## config.mk

```make
export PLATFORM = sky130hd
export DESIGN_NAME = ame_front
export DESIGN_NICKNAME = d
export VERILOG_FILES = /design/src/hw/rtl/accumulator_machine_executor_assert.svh /design/src/hw/rtl/ame_pkg.sv /design/src/hw/rtl/ame_front.sv
export SDC_FILE = /design/constraint.sdc
export NUM_CORES = 1
export LEC_CHECK = 0
export ABC_AREA = 0
export ABC_CLOCK_PERIOD_IN_PS = 2000
export BUFFER_PORTS_ARGS = -buffer_cell sky130_fd_sc_hd__buf_2
export CAP_MARGIN = 20
export CORE_AREA = 2 2 52 54
export CTS_CLUSTER_DIAMETER = 200
export CTS_CLUSTER_SIZE = 10
export DETAILED_ROUTE_END_ITERATION = 8
export DIE_AREA = 0 0 54 56
export PLACE_DENSITY = 0.84
export REMOVE_ABC_BUFFERS = 1
export SLEW_MARGIN = 40
export SYNTH_ARGS = -nofsm -noshare
export SYNTH_HDL_FRONTEND = slang
export SYNTH_SLANG_ARGS = --single-unit
export TNS_END_PERCENT = 50
```

## constraint.sdc

```tcl
create_clock -name clock -period 2 [get_ports clock]
set_clock_uncertainty 0.15 [all_clocks]
set_input_delay 0.3 -clock clock [delete_from_list [all_inputs] [get_ports clock]]
set_output_delay 0.3 -clock clock [all_outputs]
set_load 0.005 [all_outputs]
```

## src/hw/rtl/accumulator_machine_executor_assert.svh

```systemverilog
// assertion macros shared by the accumulator machine executor modules
`ifndef ACCUMULATOR_MACHINE_EXECUTOR_ASSERT_SVH
`define ACCUMULATOR_MACHINE_EXECUTOR_ASSERT_SVH

// condition holds in the same cycle, checked on clock, off during reset
`define AME_ASSERT_NOW(label, ante, cons, msg) \
   label: assert property (@(posedge clock) disable iff (reset) (ante) |-> (cons)) \
      else $error(msg);

// condition holds in the cycle after the antecedent
`define AME_ASSERT_NEXT(label, ante, cons, msg) \
   label: assert property (@(posedge clock) disable iff (reset) (ante) |=> (cons)) \
      else $error(msg);

`endif

```

## src/hw/rtl/ame_pkg.sv

```systemverilog
// types, opcodes and constants of the accumulator machine executor
package ame_pkg;

   localparam int ADDR_WIDTH_DEFAULT = 8;
   localparam int WORD_WIDTH_DEFAULT = 32;

   localparam int REQ_DATA_WIDTH = 64;
   localparam int RSP_DATA_WIDTH = 32;
   localparam int OP_WIDTH       = 4;
   localparam int FIELD_ADDR_WIDTH = 8;
   localparam int IMM_WIDTH      = 32;
   localparam int SHOW_WIDTH     = 2;

   localparam int QUEUE_DEPTH       = 2;
   localparam int QUEUE_PTR_WIDTH   = $clog2(QUEUE_DEPTH);
   localparam int QUEUE_COUNT_WIDTH = $clog2(QUEUE_DEPTH + 1);

   localparam logic [OP_WIDTH-1:0] OP_SET   = 4'd0;
   localparam logic [OP_WIDTH-1:0] OP_LDR   = 4'd1;
   localparam logic [OP_WIDTH-1:0] OP_ADD   = 4'd2;
   localparam logic [OP_WIDTH-1:0] OP_INC   = 4'd3;
   localparam logic [OP_WIDTH-1:0] OP_DEC   = 4'd4;
   localparam logic [OP_WIDTH-1:0] OP_STR   = 4'd5;
   localparam logic [OP_WIDTH-1:0] OP_SHW   = 4'd6;
   localparam logic [OP_WIDTH-1:0] OP_PAUSE = 4'd7;
   localparam logic [OP_WIDTH-1:0] OP_END   = 4'd8;

   localparam logic [SHOW_WIDTH-1:0] SHOW_ACC = 2'd0;
   localparam logic [SHOW_WIDTH-1:0] SHOW_MAR = 2'd1;
   localparam logic [SHOW_WIDTH-1:0] SHOW_OP  = 2'd2;
   localparam logic [SHOW_WIDTH-1:0] SHOW_MEM = 2'd3;

   localparam logic KIND_VALUE = 1'b0;
   localparam logic KIND_HALT  = 1'b1;

   // one decoded instruction as it travels from front to back
   typedef struct packed {
      logic [OP_WIDTH-1:0]         op;
      logic [FIELD_ADDR_WIDTH-1:0] addr_a;
      logic signed [IMM_WIDTH-1:0] immediate;
      logic [FIELD_ADDR_WIDTH-1:0] addr_b;
      logic                        use_b;
      logic [FIELD_ADDR_WIDTH-1:0] addr_dst;
      logic                        store_sum;
      logic [SHOW_WIDTH-1:0]       show_what;
   } cmd_type;

   // queue head as the back end sees it
   typedef struct packed {
      logic    valid;
      cmd_type cmd;
   } queue_head_type;

endpackage

```

## src/hw/rtl/ame_front.sv

```systemverilog
// front end: accepts instructions, drops no-ops and everything after halt
module ame_front (
   input  logic                              clock,
   input  logic                              reset,
   input  logic                              req_tvalid,
   output logic                              req_tready,
   // mode, addr_a, immediate, addr_b, use_b, addr_dst, store_sum, show_what
   input  logic [ame_pkg::REQ_DATA_WIDTH-1:0] req_tdata,
   input  logic                              init_done,
   input  logic                              q_full,
   output logic                              q_push,
   output ame_pkg::cmd_type                  q_cmd
);
   import ame_pkg::*;

   logic    halted_ff;
   logic    halted_in;
   logic    accept;
   logic    executable;
   cmd_type cmd;

   always_comb begin
      cmd.op        = req_tdata[3:0];
      cmd.addr_a    = req_tdata[11:4];
      cmd.immediate = req_tdata[43:12];
      cmd.addr_b    = req_tdata[51:44];
      cmd.use_b     = req_tdata[52];
      cmd.addr_dst  = req_tdata[60:53];
      cmd.store_sum = req_tdata[61];
      cmd.show_what = req_tdata[63:62];
   end

   // after halt the queue state no longer matters, items are swallowed
   assign req_tready = !reset && init_done && (halted_ff || !q_full);
   assign accept     = req_tvalid && req_tready;
   assign executable = (cmd.op <= OP_END) && (cmd.op != OP_PAUSE);
   assign q_push     = accept && !halted_ff && executable;
   assign q_cmd      = cmd;
   assign halted_in  = halted_ff || (q_push && (cmd.op == OP_END));

   always_ff @(posedge clock) begin
      if (reset) begin
         halted_ff <= 1'b0;
      end else begin
         halted_ff <= halted_in;
      end
   end

endmodule

```

==> run metrics, run 1 <==
outcome=finished, final reports clean; vias per cell=4.46; Worst VDD drop=about 0.000037 V; CTS resizes=0; final net count=between 90 and 100; Biggest register=halted_ff; maxcap violations=0; YS warnings=0; Seq cells post-synth=1; DRT Pass-1 Iters=2; Worst R2R Start=halted_ff$_SDFF_PP0_; worst skew pair latency=0 ps; hold crit path type=register to register; top_reg_cell synth=dfxtp_1; simple-gate share of the synthesized area=approximately 7.0%; hold buffer count at cts=0; # Post-CTS Setup Buffers=0; critical path endpoint category=output pin; main combinational cell family by area after synthesis=buffers and inverters; RSZ-0062 raised after global routing=false; final instance area=~200 um^2; sequential fraction of the synthesis area=3.52%; core area=0.00243 mm^2; GRT overflow=0; worst reg2reg path endpoint=halted_ff$_SDFF_PP0_; leading area contributor after synthesis=buf_4; Max Slew Vio Count=0; fin crit share=between 70% and 80%; # rows=18; die height=56 um; Initial Util=23.4%; post-synth top area share=between 80% and 90%; DRT iter0 DRCs=3; Fin. Hold Viols=0; count of cell types in the netlist=12; Vias=254; Cell Area, Placed=196 um^2; crit path time final=1460 ps; Inst Count DP=57; Mapped Area=between 500 and 600 um^2; R2R depth=3; critical path arrival=1010 ps; Hold Startpoint=halted_ff$_SDFF_PP0_; die area=0.00302 mm^2; Final setup violation count=0; xor-xnor portion of the synthesized cell area=0%; initial antenna violation count=0; WS Path Type=input port to output pin; share of layout cells above drive strength 1=51.9%; Post-Synth Adder-Cell Area=0%; largest registers=halted_ff x1; Remaining DRCs=0; CP required=1550 ps; multiplexer share of the synthesized area=0%; GP Congestion=0.780; Slew Limit Headroom=84.3%; Port-buffer cells=14; Fmax=685 MHz; Leakage Power=0.0851 nW; first-pass GRT wire length=4.69 mm; Hold Path End=halted_ff$_SDFF_PP0_; max FFs per register=1; clock-pin slew on the worst setup and hold paths=0 ps; Post-synth EDFFs=0; Total Wirelength=about 4.4 mm; post-route ant nets=0; I/O pin count=about 140; Tot GR Track Use=27.5%; non-filler cells, final=57; syn avg cell area=7.39 um^2; vias in the first global route=219; Die X-Extent=54 um; n_diodes=0; largest net degree at the start of global routing=5; Syn-to-layout area delta=-65.5%; hold depth=2; Worst-Margin Slew=233 ps; top-count cell post-synth=buf_4; pwr dens=225 mW/mm^2; async set-or-reset flop fraction in the synthesized netlist=0%; Routed wire per std cell=around 77 um; startpoint types=input port; post-synthesis compound-gate area fraction=approximately 3.7%; leading cell types by total area after synthesis=buf_4 84%, dfxtp_1 3.5%, nand4bb_1 2.0%, a21oi_1 1.8%, inv_1 1.3%; top cells by count, synth=64 x buf_4, 2 x a21oi_1, 2 x inv_1; register-to-register setup slack=1010 ps; aggregate negative setup slack=0 ps; Syn Inst Count=77; worst-path fanout max=2
kinds of logic after synthesis:
family	count (synthesis)
buffers and inverters	66
AO/OA/AOI/OAI	4
AND/OR/NAND/NOR	6
flip-flops	1
cell usage in the layout, fill, tap and decap left out, drive strengths merged:
| cell type | instances |
|---|---|
| nand2 | 1 |
| buf | 14 |
| o22ai | 1 |
| nor2b | 1 |
| inv | 2 |
| a21oi | 2 |
| dfxtp | 1 |
| nor3b | 1 |
| nor4 | 1 |
| o21ai | 1 |
| nand4bb | 1 |
| nor3 | 1 |
per-stage QoR:
stage                     total power [mW]  worst slack (ps)  hold slack, ps  utilization, %
final                               0.0443               540             331            8.08
after floorplan                     0.0266               763             264               -
after global routing                0.0464               477             350            8.08
after detailed placement            0.0441               533             337            8.08
after global placement              0.0441               558             324            8.08
after CTS                           0.0444               527             338            8.08
where the power goes:
group / total, mW / leakage, nW / switching (mW) / internal (mW)
registers: 0.0205 / 0.00806 / 0.0000677 / 0.0204
clock network: 0 / 0 / 0 / 0
logic: 0.0238 / 0.0771 / 0.0111 / 0.0127
critical path: stages:
cell       delay [ps]
buf_2              90
nor2b_1           130
nand4bb_1         210
nor3_1            140
buf_2             140
metal layers:
| layer | GRT usage, % | wire length, um |
|---|---|---|
| met1 | 7.05 | 398 |
| met2 | 56.3 | 2540 |
| met3 | 34.9 | 1250 |
| met4 | 6.79 | 144 |
| met5 | 12.5 | 35 |
cell type report:
cell class                 instances  area, um^2
fill                             297        2240
inverter                           2        7.51
multi-input combinational         10        61.3
sequential                         1        20.0
tap                               30        37.5
timing repair buffer              14        70.1
worst max path at each step:
| stage | start | cells past startpoint | endpoint |
|---|---|---|---|
| after floorplan | q_full | 3 | q_push |
| after global placement | q_full | 5 | q_push |
| after detailed placement | q_full | 5 | q_push |
| after CTS | q_full | 5 | q_push |
| after global routing | q_full | 5 | q_push |
| final | q_full | 5 | q_push |
Power figures use the tool's default switching activity.
==> inputs of run 2 (changes only) <==
ABC_AREA = 1   (was 0)
ABC_CLOCK_PERIOD_IN_PS = 1400   (was 2000)
CORE_AREA = not set   (was 2 2 52 54)
CORE_MARGIN = 1.5   (was not set)
CORE_UTILIZATION = 23   (was not set)
DIE_AREA = not set   (was 0 0 54 56)
PLACE_DENSITY = 0.82   (was 0.84)
clock period = 1.4 ns   (was 2 ns; I/O delays follow)
==> run 2 against run 1 <==
  * Combinational power increased by 45%
  * Critical path depth increased by 2
  * Die area decreased by 5.5%
  * Sequential share of layout area decreased by 0.78 points
  * Setup slack got worse by 380 ps
  * Area after synthesis increased by 2.9%
  * Via count increased by 11%
  * Core utilization increased by 0.67 points
  * Routed wire length decreased by 4.1%
  * First-iteration DRC count unchanged
==> run metrics, run 2 <==
wire length on met2=2.48 mm; async set-or-reset flop fraction in the synthesized netlist=0%; sequential share of power=between 40% and 50%; DRT iter0 DRCs=3; post-route ant nets=0; cell internal pwr=between 40 and 50 uW; die height=~53 um; Worst VDD drop=0.000133 V; Initial Util=24.1%; Biggest register=halted_ff; Tot GR Track Use=28.4%; initial antenna violation count=0; clock share of power=0%; Worst-Margin Slew=142 ps; CP required=1040 ps; Seq cells post-synth=1; area of the multi-input gates=58.8 um^2; sequential fraction of the synthesis area=around 3.4%; top-count cell post-synth=buf_4; first-pass GRT wire length=4.50 mm; critical path arrival=880 ps; Slew Limit Headroom=about 90%; Util after Layout=8.74%; syn avg cell area=6.89 um^2; Final setup violation count=0; Sw Share=26.9%; final instance area=between 200 and 250 um^2; Setup WS post-layout=161 ps; Die X-Extent=53.5 um; largest registers=halted_ff x1; hold crit path type=input port to register; max FFs per register=1; Fmax=between 800 and 900 MHz; Post-synth EDFFs=0; hold buffer count at cts=0; core area=0.00243 mm^2; worst-path fanout max=3; Vias=281; Syn-to-layout area delta=-63.7%; Setup Slack @ Placement=around 170 ps; aggregate negative setup slack=0 ps; CTS resizes=0; pwr dens=300 mW/mm^2; critical path endpoint category=output pin; vias per cell=4.32; Mapped Area=approximately 590 um^2; Total Wirelength=4.19 mm; top_reg_cell synth=dfxtp_1; Net Sw Power=around 17 uW; RSZ-0062 raised after global routing=false; Comb pwr share=between 50% and 60%; Cell Area, Placed=213 um^2; # Post-CTS Setup Buffers=0; outcome=finished, final reports clean; Metal-1 WL=172 um; most frequent cells in the layout=14 x buf_2, 6 x inv_1, 5 x nand2_1; I/O pin count=135; DRT Pass-1 Iters=2; largest net degree at the start of global routing=4; PnR Total Power=63.9 uW; count of cell types in the netlist=12; top cells by count, synth=64 x buf_4, 6 x inv_1, 5 x nand2_1; GRT overflow=0; most common cell after layout, fill and taps aside=buf_2; HPWL Detailed=around 4.1 mm; n_diodes=0; post-synth top area share=just over 80%; Storage cell area=between 20 and 25 um^2; leading area contributor after synthesis=buf_4; Leakage Power=0.126 nW; Syn Inst Count=85; Max Slew Vio Count=0; YS warnings=0; clock-pin slew on the worst setup and hold paths=0 ps; Fin. Hold Viols=0; startpoint types=input port; leading cell types by total area after synthesis=buf_4 82%, inv_1 3.8%, dfxtp_1 3.4%, nand2_1 3.2%, nor2_1 1.3%; die area=0.00286 mm^2; Remaining DRCs=0; WS Path Type=input port to output pin; top routing layer used=met4; # rows=18; GP Congestion=a little over 0.8; Fill cells=299; worst skew pair latency=0 ps; Port-buffer cells=14; maxcap violations=0; Routed wire per std cell=64.4 um; share of layout cells above drive strength 1=45.7%; fin crit share=about nine tenths; routed wl met3=between 1 and 1.5 mm; vias in the first global route=245; crit path time final=~1200 ps; final net count=106
## run 2: worst max-delay path, stage by stage
cell     delay (ps)
buf_2           110
inv_1            50
nand2_1          60
nor2_2          120
o21ai_1          70
nor3_1          120
buf_2           140
## run 2: cells by family after synthesis
kind of cell | share of synthesized area [%]
AOI/OAI and AO/OA | 1.71
buffers and inverters | 86.5
DFF | 3.42
and+or+nand+nor | 8.33
## run 2: power by group through the flow
stage	logic [mW]	clock network [mW]	registers, mW
6_report	0.0346	0	0.0292
5_1_grt	0.0390	0	0.0293
4_1_cts	0.0347	0	0.0292
3_5_place_dp	0.0345	0	0.0292
3_3_place_gp	0.0337	0	0.0293
2_1_floorplan	0.0115	0	0.0292
## run 2: routing by layer
metal / vias up / global-route usage [%]
li1: 90 / -
met1: 83 / 2.50
met2: 100 / 61.1
met3: 8 / 43.2
met4: 0 / 7.26
met5: - / 11.9
## run 2: path summary, 6_finish.rpt
kind,startpoint,endpoint,slack (ps),cells after the start
max reg2reg,halted_ff$_SDFF_PP0_,halted_ff$_SDFF_PP0_,440,6
max,req_tdata[2],q_push,160,7
min reg2reg,halted_ff$_SDFF_PP0_,halted_ff$_SDFF_PP0_,300,2
min,reset,halted_ff$_SDFF_PP0_,240,2
## run 2: final cells by class
| cell class | instances | area share (%) |
|---|---|---|
| multi-input combinational | 13 | 27.6 |
| timing repair buffer | 14 | 32.9 |
| inverter | 7 | 12.4 |
| tap | 30 | 17.6 |
| sequential | 1 | 9.41 |
## run 2: per-stage QoR
stage	instances	hold slack (ps)
2_1_floorplan	21	129
3_3_place_gp	65	236
3_5_place_dp	65	234
4_1_cts	65	234
5_1_grt	65	261
6_report	65	236
==> inputs of run 3 (changes only) <==
ABC_CLOCK_PERIOD_IN_PS = 1300   (was 1400)
clock period = 1.3 ns   (was 1.4 ns; I/O delays follow)
==> run 3 against run 2 <==
  * Global-route usage did not move
  * Power rose by 25%
  * Cell area rose by 15%
  * Largest power group unchanged
  * Critical path type unchanged
  * Core utilization rose by 1.3 points
  * Die area did not move
==> run metrics, run 3 (synthesis results as in run 2) <==
largest registers=halted_ff x1; Routed wire per std cell=65.0 um; most frequent cells in the layout=11 x buf_2, 4 x inv_2, 3 x inv_1, 3 x nand2_1, 3 x buf_6; DRT iter0 DRCs=4; hold crit path type=input port to register; n_diodes=0; critical path depth in cells=7; core area=0.00243 mm^2; hold buffer count at cts=0; post-route ant nets=0; critical path arrival=between 800 and 900 ps; startpoint types=input port; grt met2 use=61.5%; I/O pin count=135; Syn-to-layout area delta=-58.3%; Fmax=approximately 820 MHz; first-pass GRT wire length=4.49 mm; worst reg2reg path endpoint=halted_ff$_SDFF_PP0_; Biggest register=halted_ff; GRT overflow=0; CP required=950 ps; maxcap violations=0; max FFs per register=1; Die X-Extent=53.5 um; crit-path cells=buf_6 > inv_2 > nand2_2 > nor2_2 > o21ai_1 > nor3_1 > buf_2; CP max stage cell=nor3_1; Crit. Startpoint=req_tdata[1]; share of layout cells above drive strength 1=61.1%; critical path endpoint category=output pin; Worst VDD drop=between 0.00015 and 0.0002 V; Tot GR Track Use=28.4%; vias in the first global route=248; Fin. Hold Viols=0; Worst setup endpoint=q_push; Vias=302; Leakage Power=roughly 0.13 nW; vias per cell=4.58; DRT Pass-1 Iters=5; die height=53.5 um; WS Path Type=input port to output pin; fin crit share=94.2%; Cell Area, Placed=213 um^2; most common cell after layout, fill and taps aside=buf_2; final net count=107; register-to-register setup slack=330 ps; Total Wirelength=around 4.3 mm; aggregate negative setup slack=0 ps; clock-pin slew on the worst setup and hold paths=0 ps; largest net degree at the start of global routing=4; initial antenna violation count=0; Slew Limit Headroom=90.4%; final instance area=244 um^2; HPWL Detailed=roughly 4.1 mm; outcome=finished, final reports clean; # rows=18; routing usage on met3=~43%; Worst-Margin Slew=142 ps; pwr dens=326 mW/mm^2; crit path time final=1220 ps; Max Slew Vio Count=0; Initial Util=24.1%; Remaining DRCs=0; Fill cells=297; CP top delay family=simple AND/OR/NAND/NOR gates; Worst R2R Start=halted_ff$_SDFF_PP0_; worst-path fanout max=3; busiest grt layer=met2; Final setup violation count=0; CP peak stage delay=160 ps; Buf/Inv on CP=3; Hold WS=~220 ps; M1 GR Usage=approximately 2.3%; PnR Total Power=79.7 uW; die area=0.00286 mm^2; worst skew pair latency=0 ps; Port-buffer cells=14; R2R depth=6; GP Congestion=a little over 0.8
## run 3: cell types whose count changed in the layout (fill, tap and decap cells not counted)
cell and change:
nand2_1 -2, buf_4 +1, buf_6 +3, nand2_2 +2, inv_1 -3, inv_2 +3, buf_2 -3
## run 3: cell type report
cell class	instances	area (um^2)	area share [%]
multi-input cells	13	63.8	26.2
inverters	7	26.3	10.8
flip-flops and latches	1	20.0	8.21
well taps	30	37.5	15.4
repair buffers	15	96.3	39.5
## run 3: power breakdown
group | leakage [nW] | switching [mW] | internal (mW)
logic | 0.127 | 0.0218 | 0.0263
registers | 0.00805 | 0.0000498 | 0.0314
clock network | 0 | 0 | 0
total | 0.135 | 0.0219 | 0.0578
## run 3: worst min path at each step
stage,start,end,slack [ps],cells after the start
floorplan,reset,halted_ff$_SDFF_PP0_,110,1
global placement,reset,halted_ff$_SDFF_PP0_,220,2
detailed placement,reset,halted_ff$_SDFF_PP0_,220,2
CTS,reset,halted_ff$_SDFF_PP0_,220,2
global route,req_tdata[11],q_cmd[59],240,0
finish,reset,halted_ff$_SDFF_PP0_,220,2
## run 3: stage by stage
stage / cells / util (%) / worst slack (ps)
floorplan: 21 / - / 287
detailed placement: 65 / 8.74 / 124
CTS: 65 / 8.74 / 118
global route: 66 / 10.0 / -22.7
finish: 66 / 10.0 / 75.3
global placement: 65 / 8.74 / 139
## run 3: timing repair
| action | CTS | global route |
|---|---|---|
| setup endpoints to repair | 0 | 1 |
| buffers inserted | 0 | 1 |
| resized for setup | 0 | 8 |
## run 3: layer usage
metal  vias to the layer above  part of all wire, %
met5                         -                    0
met4                         0                  3.2
met3                         8                   32
met2                       100                   60
met1                       101                  4.8
li1                         93                    -
