**config.mk**
```make
export PLATFORM = sky130hd
export DESIGN_NAME = ame_queue
export DESIGN_NICKNAME = d
export VERILOG_FILES = /design/src/hw/rtl/ame_pkg.sv /design/src/hw/rtl/ame_queue.sv
export VERILOG_INCLUDE_DIRS = /design/src /design/src/hw/rtl
export SDC_FILE = /design/constraint.sdc
export NUM_CORES = 1
export LEC_CHECK = 0
export ABC_AREA = 1
export BUFFER_PORTS_ARGS = -buffer_cell sky130_fd_sc_hd__clkbuf_2
export CAP_MARGIN = 20
export CORE_AREA = 2 2 133 135
export CTS_BUF_LIST = sky130_fd_sc_hd__clkbuf_8 sky130_fd_sc_hd__clkbuf_16
export DETAILED_ROUTE_END_ITERATION = 10
export DIE_AREA = 0 0 135 137
export SYNTH_ARGS = -nofsm -noshare
export SYNTH_HDL_FRONTEND = slang
export SYNTH_SLANG_ARGS = --single-unit
export TNS_END_PERCENT = 1
```
**constraint.sdc**
```tcl
create_clock -name clock -period 3.8 [get_ports clock]
set_clock_uncertainty 0.2 [all_clocks]
set_input_delay 0.38 -clock clock [delete_from_list [all_inputs] [get_ports clock]]
set_output_delay 0.38 -clock clock [all_outputs]
set_load 0.02 [all_outputs]
```
**src/hw/rtl/accumulator_machine_executor_assert.svh**
```systemverilog
// assertion macros shared by the accumulator machine executor modules
`ifndef ACCUMULATOR_MACHINE_EXECUTOR_ASSERT_SVH
`define ACCUMULATOR_MACHINE_EXECUTOR_ASSERT_SVH

// condition holds in the same cycle, checked on clock, off during reset
`define AME_ASSERT_NOW(label, ante, cons, msg) \
   label: assert property (@(posedge clock) disable iff (reset) (ante) |-> (cons)) \
      else $error(msg);

// condition holds in the cycle after the antecedent
`define AME_ASSERT_NEXT(label, ante, cons, msg) \
   label: assert property (@(posedge clock) disable iff (reset) (ante) |=> (cons)) \
      else $error(msg);

`endif

```
**src/hw/rtl/ame_pkg.sv**
```systemverilog
// types, opcodes and constants of the accumulator machine executor
package ame_pkg;

   localparam int ADDR_WIDTH_DEFAULT = 8;
   localparam int WORD_WIDTH_DEFAULT = 32;

   localparam int REQ_DATA_WIDTH = 64;
   localparam int RSP_DATA_WIDTH = 32;
   localparam int OP_WIDTH       = 4;
   localparam int FIELD_ADDR_WIDTH = 8;
   localparam int IMM_WIDTH      = 32;
   localparam int SHOW_WIDTH     = 2;

   localparam int QUEUE_DEPTH       = 2;
   localparam int QUEUE_PTR_WIDTH   = $clog2(QUEUE_DEPTH);
   localparam int QUEUE_COUNT_WIDTH = $clog2(QUEUE_DEPTH + 1);

   localparam logic [OP_WIDTH-1:0] OP_SET   = 4'd0;
   localparam logic [OP_WIDTH-1:0] OP_LDR   = 4'd1;
   localparam logic [OP_WIDTH-1:0] OP_ADD   = 4'd2;
   localparam logic [OP_WIDTH-1:0] OP_INC   = 4'd3;
   localparam logic [OP_WIDTH-1:0] OP_DEC   = 4'd4;
   localparam logic [OP_WIDTH-1:0] OP_STR   = 4'd5;
   localparam logic [OP_WIDTH-1:0] OP_SHW   = 4'd6;
   localparam logic [OP_WIDTH-1:0] OP_PAUSE = 4'd7;
   localparam logic [OP_WIDTH-1:0] OP_END   = 4'd8;

   localparam logic [SHOW_WIDTH-1:0] SHOW_ACC = 2'd0;
   localparam logic [SHOW_WIDTH-1:0] SHOW_MAR = 2'd1;
   localparam logic [SHOW_WIDTH-1:0] SHOW_OP  = 2'd2;
   localparam logic [SHOW_WIDTH-1:0] SHOW_MEM = 2'd3;

   localparam logic KIND_VALUE = 1'b0;
   localparam logic KIND_HALT  = 1'b1;

   // one decoded instruction as it travels from front to back
   typedef struct packed {
      logic [OP_WIDTH-1:0]         op;
      logic [FIELD_ADDR_WIDTH-1:0] addr_a;
      logic signed [IMM_WIDTH-1:0] immediate;
      logic [FIELD_ADDR_WIDTH-1:0] addr_b;
      logic                        use_b;
      logic [FIELD_ADDR_WIDTH-1:0] addr_dst;
      logic                        store_sum;
      logic [SHOW_WIDTH-1:0]       show_what;
   } cmd_type;

   // queue head as the back end sees it
   typedef struct packed {
      logic    valid;
      cmd_type cmd;
   } queue_head_type;

endpackage

```
**src/hw/rtl/ame_queue.sv**
```systemverilog
// two-entry instruction queue between front and back end
module ame_queue (
   input  logic                    clock,
   input  logic                    reset,
   input  logic                    push,
   input  ame_pkg::cmd_type        push_cmd,
   output logic                    full,
   input  logic                    pop,
   output ame_pkg::queue_head_type head
);
   import ame_pkg::*;

   `include "accumulator_machine_executor_assert.svh"

   localparam logic [QUEUE_COUNT_WIDTH-1:0] COUNT_FULL = QUEUE_COUNT_WIDTH'(QUEUE_DEPTH);

   cmd_type                       entries_ff [QUEUE_DEPTH];
   cmd_type                       entries_in [QUEUE_DEPTH];
   logic [QUEUE_PTR_WIDTH-1:0]    wr_ptr_ff;
   logic [QUEUE_PTR_WIDTH-1:0]    wr_ptr_in;
   logic [QUEUE_PTR_WIDTH-1:0]    rd_ptr_ff;
   logic [QUEUE_PTR_WIDTH-1:0]    rd_ptr_in;
   logic [QUEUE_COUNT_WIDTH-1:0]  count_ff;
   logic [QUEUE_COUNT_WIDTH-1:0]  count_in;

   assign full       = (count_ff == COUNT_FULL);
   assign head.valid = (count_ff != '0);
   assign head.cmd   = entries_ff[rd_ptr_ff];

   always_comb begin
      entries_in = entries_ff;
      if (push) begin
         entries_in[wr_ptr_ff] = push_cmd;
      end
      wr_ptr_in = push ? wr_ptr_ff + QUEUE_PTR_WIDTH'(1) : wr_ptr_ff;
      rd_ptr_in = pop ? rd_ptr_ff + QUEUE_PTR_WIDTH'(1) : rd_ptr_ff;
      count_in  = count_ff + QUEUE_COUNT_WIDTH'(push) - QUEUE_COUNT_WIDTH'(pop);
   end

   always_ff @(posedge clock) begin
      entries_ff <= entries_in;
      if (reset) begin
         wr_ptr_ff <= '0;
         rd_ptr_ff <= '0;
         count_ff  <= '0;
      end else begin
         wr_ptr_ff <= wr_ptr_in;
         rd_ptr_ff <= rd_ptr_in;
         count_ff  <= count_in;
      end
   end

   `AME_ASSERT_NOW(a_queue_no_overflow, push && !pop, count_ff != COUNT_FULL, "queue overflow")
   `AME_ASSERT_NOW(a_queue_no_underflow, pop, count_ff != '0, "queue underflow")

endmodule

```
==> results of run 1 <==
==> layer usage <==
layer | global-route usage (%) | share of wire (%)
met3 | 3.44 | 5.2
met2 | 18.0 | 52
met4 | 5.38 | 1.9
met1 | 10.7 | 41
met5 | 0 | 0
==> registers in the layout (all words and copies together) (netlist names) <==
register and flops:
wr_ptr_ff 1, entries_ff 128, rd_ptr_ff 1, count_ff 2
==> cells in the final DEF (no fill, tap or decap), types with 2 or more instances in the layout <==
| cell type | Yosys | routed |
|---|---|---|
| sky130_fd_sc_hd__nor2_1 | 6 | 5 |
| sky130_fd_sc_hd__clkbuf_8 | 0 | 2 |
| sky130_fd_sc_hd__ha_1 | 2 | 2 |
| sky130_fd_sc_hd__inv_1 | 8 | 8 |
| sky130_fd_sc_hd__edfxtp_1 | 128 | 128 |
| sky130_fd_sc_hd__clkinv_2 | 0 | 2 |
| sky130_fd_sc_hd__nand2_1 | 5 | 5 |
| sky130_fd_sc_hd__dlygate4sd3_1 | 0 | 65 |
| sky130_fd_sc_hd__clkinvlp_4 | 0 | 4 |
| sky130_fd_sc_hd__clkbuf_16 | 0 | 17 |
| sky130_fd_sc_hd__clkbuf_2 | 0 | 133 |
| sky130_fd_sc_hd__dfxtp_1 | 4 | 3 |
| sky130_fd_sc_hd__mux2_2 | 14 | 14 |
| sky130_fd_sc_hd__bufinv_16 | 0 | 4 |
| sky130_fd_sc_hd__mux2_4 | 50 | 50 |
| sky130_fd_sc_hd__buf_12 | 0 | 2 |
==> metrics by stage <==
stage	utilization, %	area (µm²)
2_1_floorplan	-	5020
3_3_place_gp	34.9	5950
3_5_place_dp	35.0	5980
4_1_cts	42.6	7260
5_1_grt	42.6	7260
6_report	42.6	7270
==> power by group <==
| group | switching (mW) | internal, mW | leakage, nW |
|---|---|---|---|
| Clock | 0.596 | 1.13 | 0.303 |
| Combinational | 0.242 | 0.238 | 1.37 |
| Sequential | 0.0348 | 1.69 | 1.24 |
| Total | 0.873 | 3.05 | 2.90 |
==> layout make-up <==
class / instances / area [µm²]
antenna: 1 / 2.50
clock buffer: 19 / 453
clock inverter: 13 / 181
fill: 1568 / 9790
inverter: 8 / 30.0
multi-input combinational: 81 / 1010
sequential: 132 / 3930
tap: 225 / 282
timing repair buffer: 201 / 1380
==> path summary, 6_finish.rpt <==
check             slack [ps]                   start                       end  depth (start not counted)
hold reg to reg          360  count_ff[1]$_SDFF_PP0_    count_ff[1]$_SDFF_PP0_                          3
setup / recovery        1260  rd_ptr_ff$_SDFFE_PP0P_                  head[52]                          3
hold / removal            50                     pop    rd_ptr_ff$_SDFFE_PP0P_                          3
setup reg to reg        1880  wr_ptr_ff$_SDFFE_PP0P_  entries_ff[90]$_DFFE_PP_                          2
==> cell families (layout without fill, tap and decap cells) <==
family / after synthesis / in the layout / synth area share, %
AO/OA/AOI/OAI: 1 / 1 / 0.0995
flip-flops: 132 / 132 / 78.1
multiplexers: 64 / 64 / 18.1
XOR/XNOR: 1 / 1 / 0.174
AND/OR/NAND/NOR: 13 / 13 / 1.02
other: 0 / 1 / 0
adder cells (fa/ha/maj): 2 / 2 / 0.498
buffers and inverters: 15 / 241 / 2.04
==> critical path: cells and delay by family (launching register included) <==
family                 cells  cell delay [ps]
buffers and inverters      2              470
DFF                        1              680
muxes                      1              370
==> implementation parameters, run 1 <==
Parameter                              Value

Run status
  Result of the run ... complete, no violations

Die
  Starting density of the core ... ~29%
  Floorplan core area ... around 0.017 mm²
  Chip height ... ~140 µm
  Cell Rows ... 48
  Horiz. Die Dim ... about 140 µm
  Total Die Area ... 0.0185 mm²
  Io pins ... 134

Logic synthesis
  Number of flip-flops and latches in the synthesized netlist ... 132
  Number of warnings printed during yosys synthesis ... 0
  Dominant cell by count in the synthesized netlist ... sky130_fd_sc_hd__edfxtp_1
  Synthesized area ... 0.00502 mm²
  Top cells by instance count after synthesis ... sky130_fd_sc_hd__edfxtp_1 (128), sky130_fd_sc_hd__mux2_4 (50), sky130_fd_sc_hd__mux2_2 (14), sky130_fd_sc_hd__inv_1 (8)
  Mean area per synthesized cell ... 22.0 µm²
  Cell type with the highest aggregate area in the netlist ... sky130_fd_sc_hd__edfxtp_1
  Share of the yosys chip area belonging to registers ... 78.1%
  Leading cell types by total area after synthesis ... sky130_fd_sc_hd__edfxtp_1 (76%), sky130_fd_sc_hd__mux2_4 (15%), sky130_fd_sc_hd__mux2_2 (3.1%), sky130_fd_sc_hd__dfxtp_1 (1.6%), sky130_fd_sc_hd__buf_6 (1.3%)
  Share of flip-flops with an asynchronous set or reset ... 0%
  Top cell type's share of synthesized area ... 76.5%
  Unique cell type count in the Yosys netlist ... 14
  Most instantiated flip-flop cell in the synthesis netlist ... sky130_fd_sc_hd__edfxtp_1
  Number of enable flip-flop cells after synthesis ... 128
  Number of instances in the synthesized netlist ... roughly 230
  Post-Synthesis Net Count ... 298

Timing
  Final total negative setup slack ... 0 ps
  Unrepaired setup endpoints after global routing ... false
  Minimum setup slack in the final design ... 1260 ps
  Share of the cycle needed by the critical path after routing ... 66.9%
  Final setup violation count ... 0
  Final critical delay including setup and external delays ... between 2000 and 3000 ps
  Hold violation count in the final report ... 0
  Number of slew-limit violations in the final report ... 0
  Tightest hold margin ... 47.7 ps
  Upper clock frequency limit ... 393 MHz
  Measured slew at the worst slew-check pin ... 912 ps
  Headroom to the max-slew limit ... roughly 39%

Route
  Final Routed Wirelength ... a little over 9 mm
  Number of remaining DRC errors ... 0
  Length of the first detailed-routing pass in iterations ... 4
  Number of design-rule violations left by the first detailed-router iteration ... 111
  Number of antenna-violating nets in the routed design ... 0
  Average wire per standard cell ... 13.7 µm
  Average via count per standard cell ... 4.03
  Vias ... 2,737

Clock network
  Total CTS buffers ... 17
  Post-CTS repair timing setup buffer count ... 0
  Number of sinks handled by clock tree synthesis ... 132
  Number of gates resized after cts ... 0
  H-tree depth ... 4
  Cts-stage hold buffer count ... 65
  CTS Root Cell ... sky130_fd_sc_hd__clkbuf_16
  TritonCTS clock tree ... built
  CTS max path bufs ... 2
  Clock insertion delay at the later pin of the skew report ... around 400 ps
  Clock transition at path regs ... 60 ps

Final layout
  Area growth from synthesis to layout ... 44.6%
  Post-layout nets ... 511
  Non-Filler Instances ... 680
  Fraction of final layout cells sized beyond drive strength 1 ... 51.5%

Power
  Static Leakage ... 2.90 nW
  Maximum resistive drop on vdd ... 0.317 mV
  Power per standard cell area ... around 540 mW/mm²
  Design Power ... between 3 and 4 mW

GRT
  Initial antenna violation count ... 1
  Maximum number of pins on one net before global-route repair ... 38
  Number of global-route vias before repair ... about 2.9k
  Wire length of the first global-routing pass ... 14.0 mm
  Total Routing Usage GR ... 10.1%
  Global-route congestion overflow total ... 0

Place
  Placed insts ... 582
  Gp weighted congestion ... 0.618
  PortBufs ... 133
  Post-detailed-placement half-perimeter wirelength ... between 5 and 6 mm
  Post-place setup slack ... between 1500 and 2000 ps

Critical path
  Crit path kind ... flop to output pin
  Critical-path cell list ... buf_16 > mux2_2 > clkbuf_2
  Arrival time of the worst setup path ... 1960 ps
  Crit. End Element ... output pin
  Critical Path RT ... roughly 3200 ps
  Critical path fanouts, max ... 37
  Largest incremental delay on the critical path ... ~680 ps
  Launching element type of the critical path ... flop
  Critical Path Slowest Stage Cell ... sky130_fd_sc_hd__dfxtp_4

Hold path
  Path class of the lowest-slack min-delay path ... input port to flop

Run
  Max-cap violations ... 0
(Power assumes the default switching activity.)
==> run 2: changes to the inputs <==
Clock period 3.8 ns to 2.1 ns, I/O delays scaled along.
==> run 2 against run 1 <==
Utilization fell by 0.51 points. Sequential share of layout area rose by 0.66 points. Design area fell by 1.2%. Hold slack improved by 24 ps. Setup slack got worse by 1100 ps. Sequential power rose by 80%. Via count rose by 1.6%. Register-to-register slack got worse by 1400 ps. Critical path depth did not move. Critical endpoint unchanged.
==> implementation parameters, run 2 (synthesis gave the netlist of run 1 again) <==
Parameter                              Value

Timing
  Hold violation count in the final report ... 0 (unchanged)
  Unrepaired setup endpoints after global routing ... false
  Number of slew-limit violations in the final report ... 0 (unchanged)
  Share of the cycle needed by the critical path after routing ... roughly 94%
  Final critical delay including setup and external delays ... 1980 ps
  Upper clock frequency limit ... 504 MHz
  Final total negative setup slack ... 0 ps (unchanged)
  Headroom to the max-slew limit ... 68.0% (+29 points)
  Measured slew at the worst slew-check pin ... 480 ps (-432 ps)
  Final setup violation count ... 0 (unchanged)

Critical path
  Crit. End Element ... output pin
  Buf/Inv on CP ... 2 (unchanged)
  Critical Path RT ... 1690 ps (-1530 ps)
  Worst reg-to-reg path cell count ... 4 (+2)
  Stages on worst setup path ... 3 (unchanged)
  Critical path fanouts, max ... 34 (-8.1%)
  Critical-path cell list ... buf_12 > mux2_2 > clkbuf_2
  Cell type group with the largest total delay on the critical path ... buffers and inverters
  Arrival time of the worst setup path ... 1570 ps (-390 ps)
  Largest incremental delay on the critical path ... 370 ps (-310 ps)
  Launching element type of the critical path ... flop
  Critical Path Slowest Stage Cell ... sky130_fd_sc_hd__dfxtp_4
  Crit path kind ... flop to output pin

Power
  Power per standard cell area ... 921 mW/mm² (+70%)
  Combinational power share ... 13.6% (+1.4 points)
  Clock network fraction of design power ... 39.6% (-4.4 points)
  Maximum resistive drop on vdd ... 0.515 mV (+63%)
  Sequential Power Share ... 46.8% (+3.0 points)
  Static Leakage ... 2.88 nW (-0.85%)
  Design Power ... 6.61 mW (+68%)
  Share of total power consumed by net switching ... 23.3% (+1.0 points)
  Net switching power figure ... 1.54 mW (+76%)
  Power Internal ... 5.07 mW (+66%)

Clock network
  Clock transition at path regs ... 50 ps (about the same)
  Post-CTS repair timing setup buffer count ... 0 (unchanged)
  Number of sinks handled by clock tree synthesis ... 132 (unchanged)
  Total CTS buffers ... 17 (unchanged)
  Number of gates resized after cts ... 0 (unchanged)
  CTS max path bufs ... 2 (unchanged)
  H-tree depth ... 4 (unchanged)
  Clock insertion delay at the later pin of the skew report ... 400 ps (about the same)
  CTS Root Cell ... sky130_fd_sc_hd__clkbuf_16
  TritonCTS clock tree ... built

Place
  Gp weighted congestion ... 0.679 (+10%)
  Post-detailed-placement half-perimeter wirelength ... 6.18 mm (+3.0%)
  Dpl cell area ... 0.00598 mm² (about the same)
  PortBufs ... 133 (unchanged)

Die
  Io pins ... 134 (unchanged)
  Chip height ... 137 µm (unchanged)
  Total Die Area ... 0.0185 mm² (unchanged)
  Floorplan core area ... 0.0171 mm² (unchanged)
  Cell Rows ... 48 (unchanged)
  Starting density of the core ... 29.5% (unchanged)
  Horiz. Die Dim ... 135 µm (unchanged)

Route
  Final Routed Wirelength ... 9.58 mm (+2.8%)
  Vias ... 2,780 (+1.6%)
  Number of antenna-violating nets in the routed design ... 0 (unchanged)
  Average via count per standard cell ... 4.06 (+0.98%)
  Number of remaining DRC errors ... 0 (unchanged)
  Average wire per standard cell ... 14.0 µm (+2.2%)
  Length of the first detailed-routing pass in iterations ... 4 (unchanged)
  Number of design-rule violations left by the first detailed-router iteration ... 104 (-6.3%)

Final layout
  Most used cells in the layout excluding fill and tap cells ... sky130_fd_sc_hd__clkbuf_2 (133), sky130_fd_sc_hd__edfxtp_1 (128), sky130_fd_sc_hd__dlygate4sd3_1 (67), sky130_fd_sc_hd__mux2_4 (50), sky130_fd_sc_hd__clkbuf_16 (17)
  Final Util ... 42.1% (-0.51 points)
  Largest reg by FF count ... entries_ff
  Fraction of final layout cells sized beyond drive strength 1 ... 50.1% (-1.4 points)
  Largest registers ... entries_ff: 128 flops, count_ff: 2 flops
  Flip-flop count of the largest register, all copies and words added ... 128 (unchanged)
  Post-layout nets ... 516 (+0.98%)
  Number of inserted diodes ... 0 (-1)
  Fillcell total ... 1,581 (+0.83%)
  Area growth from synthesis to layout ... 42.9%
  Post-route design area ... 0.00718 mm² (-1.2%)
  Most frequent standard cell in the layout excluding fill and tap cells ... sky130_fd_sc_hd__clkbuf_2

GRT
  Number of global-route vias before repair ... 2,856 (-2.3%)
  Maximum number of pins on one net before global-route repair ... 35 (-7.9%)
  Total Routing Usage GR ... 10.5% (+0.38 points)
  Global routing met3 resource utilization ... 3.67% (+0.22 points)
  Initial antenna violation count ... 0 (-1)
  Met1 Use GR ... 11.3% (+0.65 points)
  Wire length of the first global-routing pass ... 14.4 mm (+3.1%)
  Layer with the highest usage after global routing ... met2
  Met2 Use GR ... 18.4% (+0.42 points)
  Global-route congestion overflow total ... 0 (unchanged)

Run status
  Result of the run ... complete, no violations

Hold path
  Worst Hold Depth ... 4 (+1)
  Path class of the lowest-slack min-delay path ... input port to flop

Run
  Max-cap violations ... 0 (unchanged)
[run 2: cell types whose count changed in the layout (fill, tap and decap cells not counted), moves of 2 or more]
cell,before,now
sky130_fd_sc_hd__dlygate4sd3_1,65,67
sky130_fd_sc_hd__inv_1,8,10
sky130_fd_sc_hd__clkinv_1,0,5
sky130_fd_sc_hd__clkbuf_8,2,0
sky130_fd_sc_hd__buf_4,0,4
sky130_fd_sc_hd__bufinv_16,4,1
[run 2: through the flow]
stage / hold WS, ps / setup slack (ps) / cells
global route: 91.6 / 37.7 / 684
finish: 71.3 / 116 / 684
detailed placement: 203 / 518 / 585
CTS: 57.8 / 67.1 / 684
floorplan: 81.2 / -216 / 228
global placement: 199 / 531 / 585
[run 2: path summary, 6_finish.rpt]
check / start / slack (ps) / end
max: rd_ptr_ff$_SDFFE_PP0P_ / 120 / head[52]
min: pop / 70 / count_ff[1]$_SDFF_PP0_
max reg2reg: rd_ptr_ff$_SDFFE_PP0P_ / 440 / rd_ptr_ff$_SDFFE_PP0P_
min reg2reg: wr_ptr_ff$_SDFFE_PP0P_ / 340 / wr_ptr_ff$_SDFFE_PP0P_
[run 2: layout make-up]
class                      instances  area (µm²)  share of cell area (%)
tap                              225         282                    3.92
inverter                           8        30.0                   0.418
clock inverter                    15         101                    1.41
clock buffer                      17         425                    5.93
multi-input combinational         81        1010                    14.0
sequential                       132        3930                    54.7
timing repair buffer             206        1410                    19.6
[run 2: power groups by stage]
stage          combinational (mW)  sequential (mW)  clock (mW)
6_report                    0.901             3.09        2.62
5_1_grt                     0.969             3.10        2.81
2_1_floorplan               0.552             3.13           0
3_5_place_dp                0.817             3.15           0
3_3_place_gp                0.799             3.14           0
4_1_cts                     0.921             3.09        2.70
[run 2: worst register-to-register path, cell delays in order (launching register included)]
cell and delay, ps:
sky130_fd_sc_hd__dfxtp_4 370, sky130_fd_sc_hd__buf_12 220, sky130_fd_sc_hd__xnor2_1 160, sky130_fd_sc_hd__nor2_1 50
sky130_fd_sc_hd__dlygate4sd3_1 540
[run 2: per-layer routing]
| layer | routed length [µm] | share of wire, % |
|---|---|---|
| met1 | 3860 | 40 |
| met2 | 5060 | 53 |
| met3 | 483 | 5.0 |
| met4 | 175 | 1.8 |
| met5 | 0 | 0 |
[run 2: what timing repair did]
item,CTS,global route
endpoints found under the hold margin,132,0
endpoints found under the setup margin,0,0
hold buffers,67,0
==> run 3: changes to the inputs <==
Settings changed: PLACE_DENSITY set to 0.56.
==> run 3 against run 2 <==
Global-route usage rose by 0.47 points. Register-to-register slack barely moved. Wire length fell by 2.0%. Sequential power barely moved. Combinational power rose by 0.6%. Hold slack got worse by 5.7 ps. Total power rose by 7.2%. Count of clock-buffer cells in the layout did not move. Critical endpoint is now head[53].
==> implementation parameters, run 3 (synthesis gave the netlist of run 1 again) <==
Parameter                              Value

Run status
  Result of the run ... complete, no violations

Final layout
  Area growth from synthesis to layout ... 45.1%
  Number of inserted diodes ... 0 (unchanged)
  Largest reg by FF count ... entries_ff
  Largest registers ... entries_ff: 128 flops, count_ff: 2 flops
  Most frequent standard cell in the layout excluding fill and tap cells ... sky130_fd_sc_hd__clkbuf_2
  Most used cells in the layout excluding fill and tap cells ... sky130_fd_sc_hd__clkbuf_2 (133), sky130_fd_sc_hd__edfxtp_1 (128), sky130_fd_sc_hd__dlygate4sd3_1 (67), sky130_fd_sc_hd__mux2_4 (50), sky130_fd_sc_hd__clkbuf_16 (17)
  Fraction of final layout cells sized beyond drive strength 1 ... 50.2% (+0.11 points)
  Post-layout nets ... 515 (-0.19%)
  Flip-flop count of the largest register, all copies and words added ... 128 (unchanged)

GRT
  Layer with the highest usage after global routing ... met2
  Met2 Use GR ... 18.2% (-0.23 points)
  Total Routing Usage GR ... 11.0% (+0.47 points)
  Global routing met3 resource utilization ... 3.85% (+0.19 points)
  Maximum number of pins on one net before global-route repair ... 66 (+89%)
  Number of global-route vias before repair ... 3,042 (+6.5%)
  Global-route congestion overflow total ... 0 (unchanged)
  Met1 Use GR ... 12.6% (+1.3 points)
  Wire length of the first global-routing pass ... 15.2 mm (+5.5%)
  Initial antenna violation count ... 0 (unchanged)

Power
  Maximum resistive drop on vdd ... 0.493 mV (-4.2%)
  Power per standard cell area ... 972 mW/mm² (+5.6%)
  Share of total power consumed by net switching ... 21.5% (-1.7 points)
  Combinational power share ... 12.8% (-0.8 points)
  Net switching power figure ... 1.52 mW (-0.84%)
  Static Leakage ... 2.93 nW (+1.7%)
  Power Internal ... 5.56 mW (+9.7%)
  Clock network fraction of design power ... 43.6% (+4.0 points)
  Sequential Power Share ... 43.6% (-3.2 points)

Timing
  Share of the cycle needed by the critical path after routing ... 95.0% (+0.49 points)
  Measured slew at the worst slew-check pin ... 376 ps (-104 ps)
  Unrepaired setup endpoints after global routing ... false
  Headroom to the max-slew limit ... 74.9% (+6.9 points)
  Tightest hold margin ... 65.5 ps (-5.72 ps)
  Hold violation count in the final report ... 0 (unchanged)
  Final setup violation count ... 0 (unchanged)
  Final critical delay including setup and external delays ... 1990 ps (+10.4 ps)
  Upper clock frequency limit ... 501 MHz (-0.52%)
  Final total negative setup slack ... 0 ps (unchanged)
  Number of slew-limit violations in the final report ... 0 (unchanged)

Die
  Total Die Area ... 0.0185 mm² (unchanged)
  Starting density of the core ... 29.5% (unchanged)
  Floorplan core area ... 0.0171 mm² (unchanged)
  Io pins ... 134 (unchanged)
  Chip height ... 137 µm (unchanged)
  Horiz. Die Dim ... 135 µm (unchanged)
  Cell Rows ... 48 (unchanged)

Critical path
  Launching element type of the critical path ... flop
  Arrival time of the worst setup path ... 1580 ps (about the same)
  Critical Path RT ... 1690 ps (about the same)
  Largest incremental delay on the critical path ... 370 ps (about the same)
  Cell type group with the largest total delay on the critical path ... buffers and inverters
  Critical path fanouts, max ... 32 (-5.9%)
  Crit. End Element ... output pin
  Critical-path cell list ... buf_12 > mux2_2 > clkbuf_2
  Crit path kind ... flop to output pin
  Critical Path Slowest Stage Cell ... sky130_fd_sc_hd__dfxtp_4
  Worst R2R Setup Slack ... 440 ps (about the same)
  Buf/Inv on CP ... 2 (unchanged)

Route
  Length of the first detailed-routing pass in iterations ... 4 (unchanged)
  Number of design-rule violations left by the first detailed-router iteration ... 158 (+52%)
  Number of antenna-violating nets in the routed design ... 0 (unchanged)
  Average via count per standard cell ... 4.07 (+0.25%)
  Final Routed Wirelength ... 9.39 mm (-2.0%)
  Average wire per standard cell ... 13.7 µm (-1.8%)
  Vias ... 2,783 (+0.11%)
  Number of remaining DRC errors ... 0 (unchanged)

Clock network
  Clock transition at path regs ... 50 ps (about the same)
  Number of gates resized after cts ... 0 (unchanged)
  H-tree depth ... 4 (unchanged)
  Total CTS buffers ... 17 (unchanged)
  Post-CTS repair timing setup buffer count ... 0 (unchanged)
  Clock insertion delay at the later pin of the skew report ... 400 ps (about the same)
  Cts-stage hold buffer count ... 67 (unchanged)
  Number of sinks handled by clock tree synthesis ... 132 (unchanged)
  CTS Root Cell ... sky130_fd_sc_hd__clkbuf_16
  CTS max path bufs ... 2 (unchanged)
  TritonCTS clock tree ... built

Place
  Post-detailed-placement half-perimeter wirelength ... 5.77 mm (-6.6%)
  Gp weighted congestion ... 0.642 (-5.5%)
  PortBufs ... 133 (unchanged)

Run
  Max-cap violations ... 0 (unchanged)

Hold path
  Path class of the lowest-slack min-delay path ... input port to flop
[run 3: cell types whose count changed in the layout (fill, tap and decap cells not counted)]
cell	before	now
sky130_fd_sc_hd__clkinvlp_4	3	2
sky130_fd_sc_hd__clkinv_4	1	0
sky130_fd_sc_hd__buf_12	2	4
sky130_fd_sc_hd__bufinv_16	1	5
sky130_fd_sc_hd__buf_4	4	1
sky130_fd_sc_hd__clkinv_2	2	1
sky130_fd_sc_hd__clkinv_1	5	4
[run 3: power by group through the flow]
stage	sequential (mW)	combinational, mW	clock (mW)
final	3.09	0.906	3.09
after global routing	3.10	0.984	3.29
after CTS	3.09	0.929	3.19
after detailed placement	3.14	0.824	0
after global placement	3.14	0.815	0
after floorplan	3.13	0.552	0
[run 3: path summary, 6_finish.rpt]
check | start | endpoint | cells past startpoint
worst max-delay path | rd_ptr_ff$_SDFFE_PP0P_ | head[53] | 3
worst min-delay path | pop | count_ff[1]$_SDFF_PP0_ | 4
worst max register to register | rd_ptr_ff$_SDFFE_PP0P_ | rd_ptr_ff$_SDFFE_PP0P_ | 4
worst min register to register | wr_ptr_ff$_SDFFE_PP0P_ | wr_ptr_ff$_SDFFE_PP0P_ | 2
[run 3: per-layer routing]
| layer | routed length [µm] | part of all wire [%] | vias to the layer above |
|---|---|---|---|
| met5 | 0 | 0 | - |
| met4 | 157 | 1.7 | 0 |
| met3 | 601 | 6.4 | 10 |
| met2 | 4740 | 50 | 94 |
| met1 | 3890 | 41 | 1353 |
| li1 | - | - | 1326 |
[run 3: cell type report]
cell class	instances	area, µm²
clock buffers	17	425
clock inverters	15	196
fillers	1561	9770
inverters	8	30.0
multi-input cells	81	1010
flip-flops and latches	132	3930
well taps	225	282
repair buffers	205	1420
[run 3: worst register-to-register path, stage by stage (launching register included)]
cell and delay, ps:
sky130_fd_sc_hd__dfxtp_4 370, sky130_fd_sc_hd__buf_12 250, sky130_fd_sc_hd__xnor2_1 150, sky130_fd_sc_hd__nor2_1 50
sky130_fd_sc_hd__dlygate4sd3_1 540
[run 3: through the flow]
step | total power [mW] | std cells | instance area, µm² | setup WS [ps] | util [%]
after floorplan | 3.69 | 228 | 5030 | -216 | -
after global placement | 3.95 | 584 | 6000 | 531 | 35.2
after detailed placement | 3.97 | 584 | 6000 | 528 | 35.2
after CTS | 7.20 | 683 | 7290 | 74.8 | 42.7
after global routing | 7.38 | 683 | 7290 | 14.8 | 42.7
final | 7.09 | 683 | 7290 | 105 | 42.7
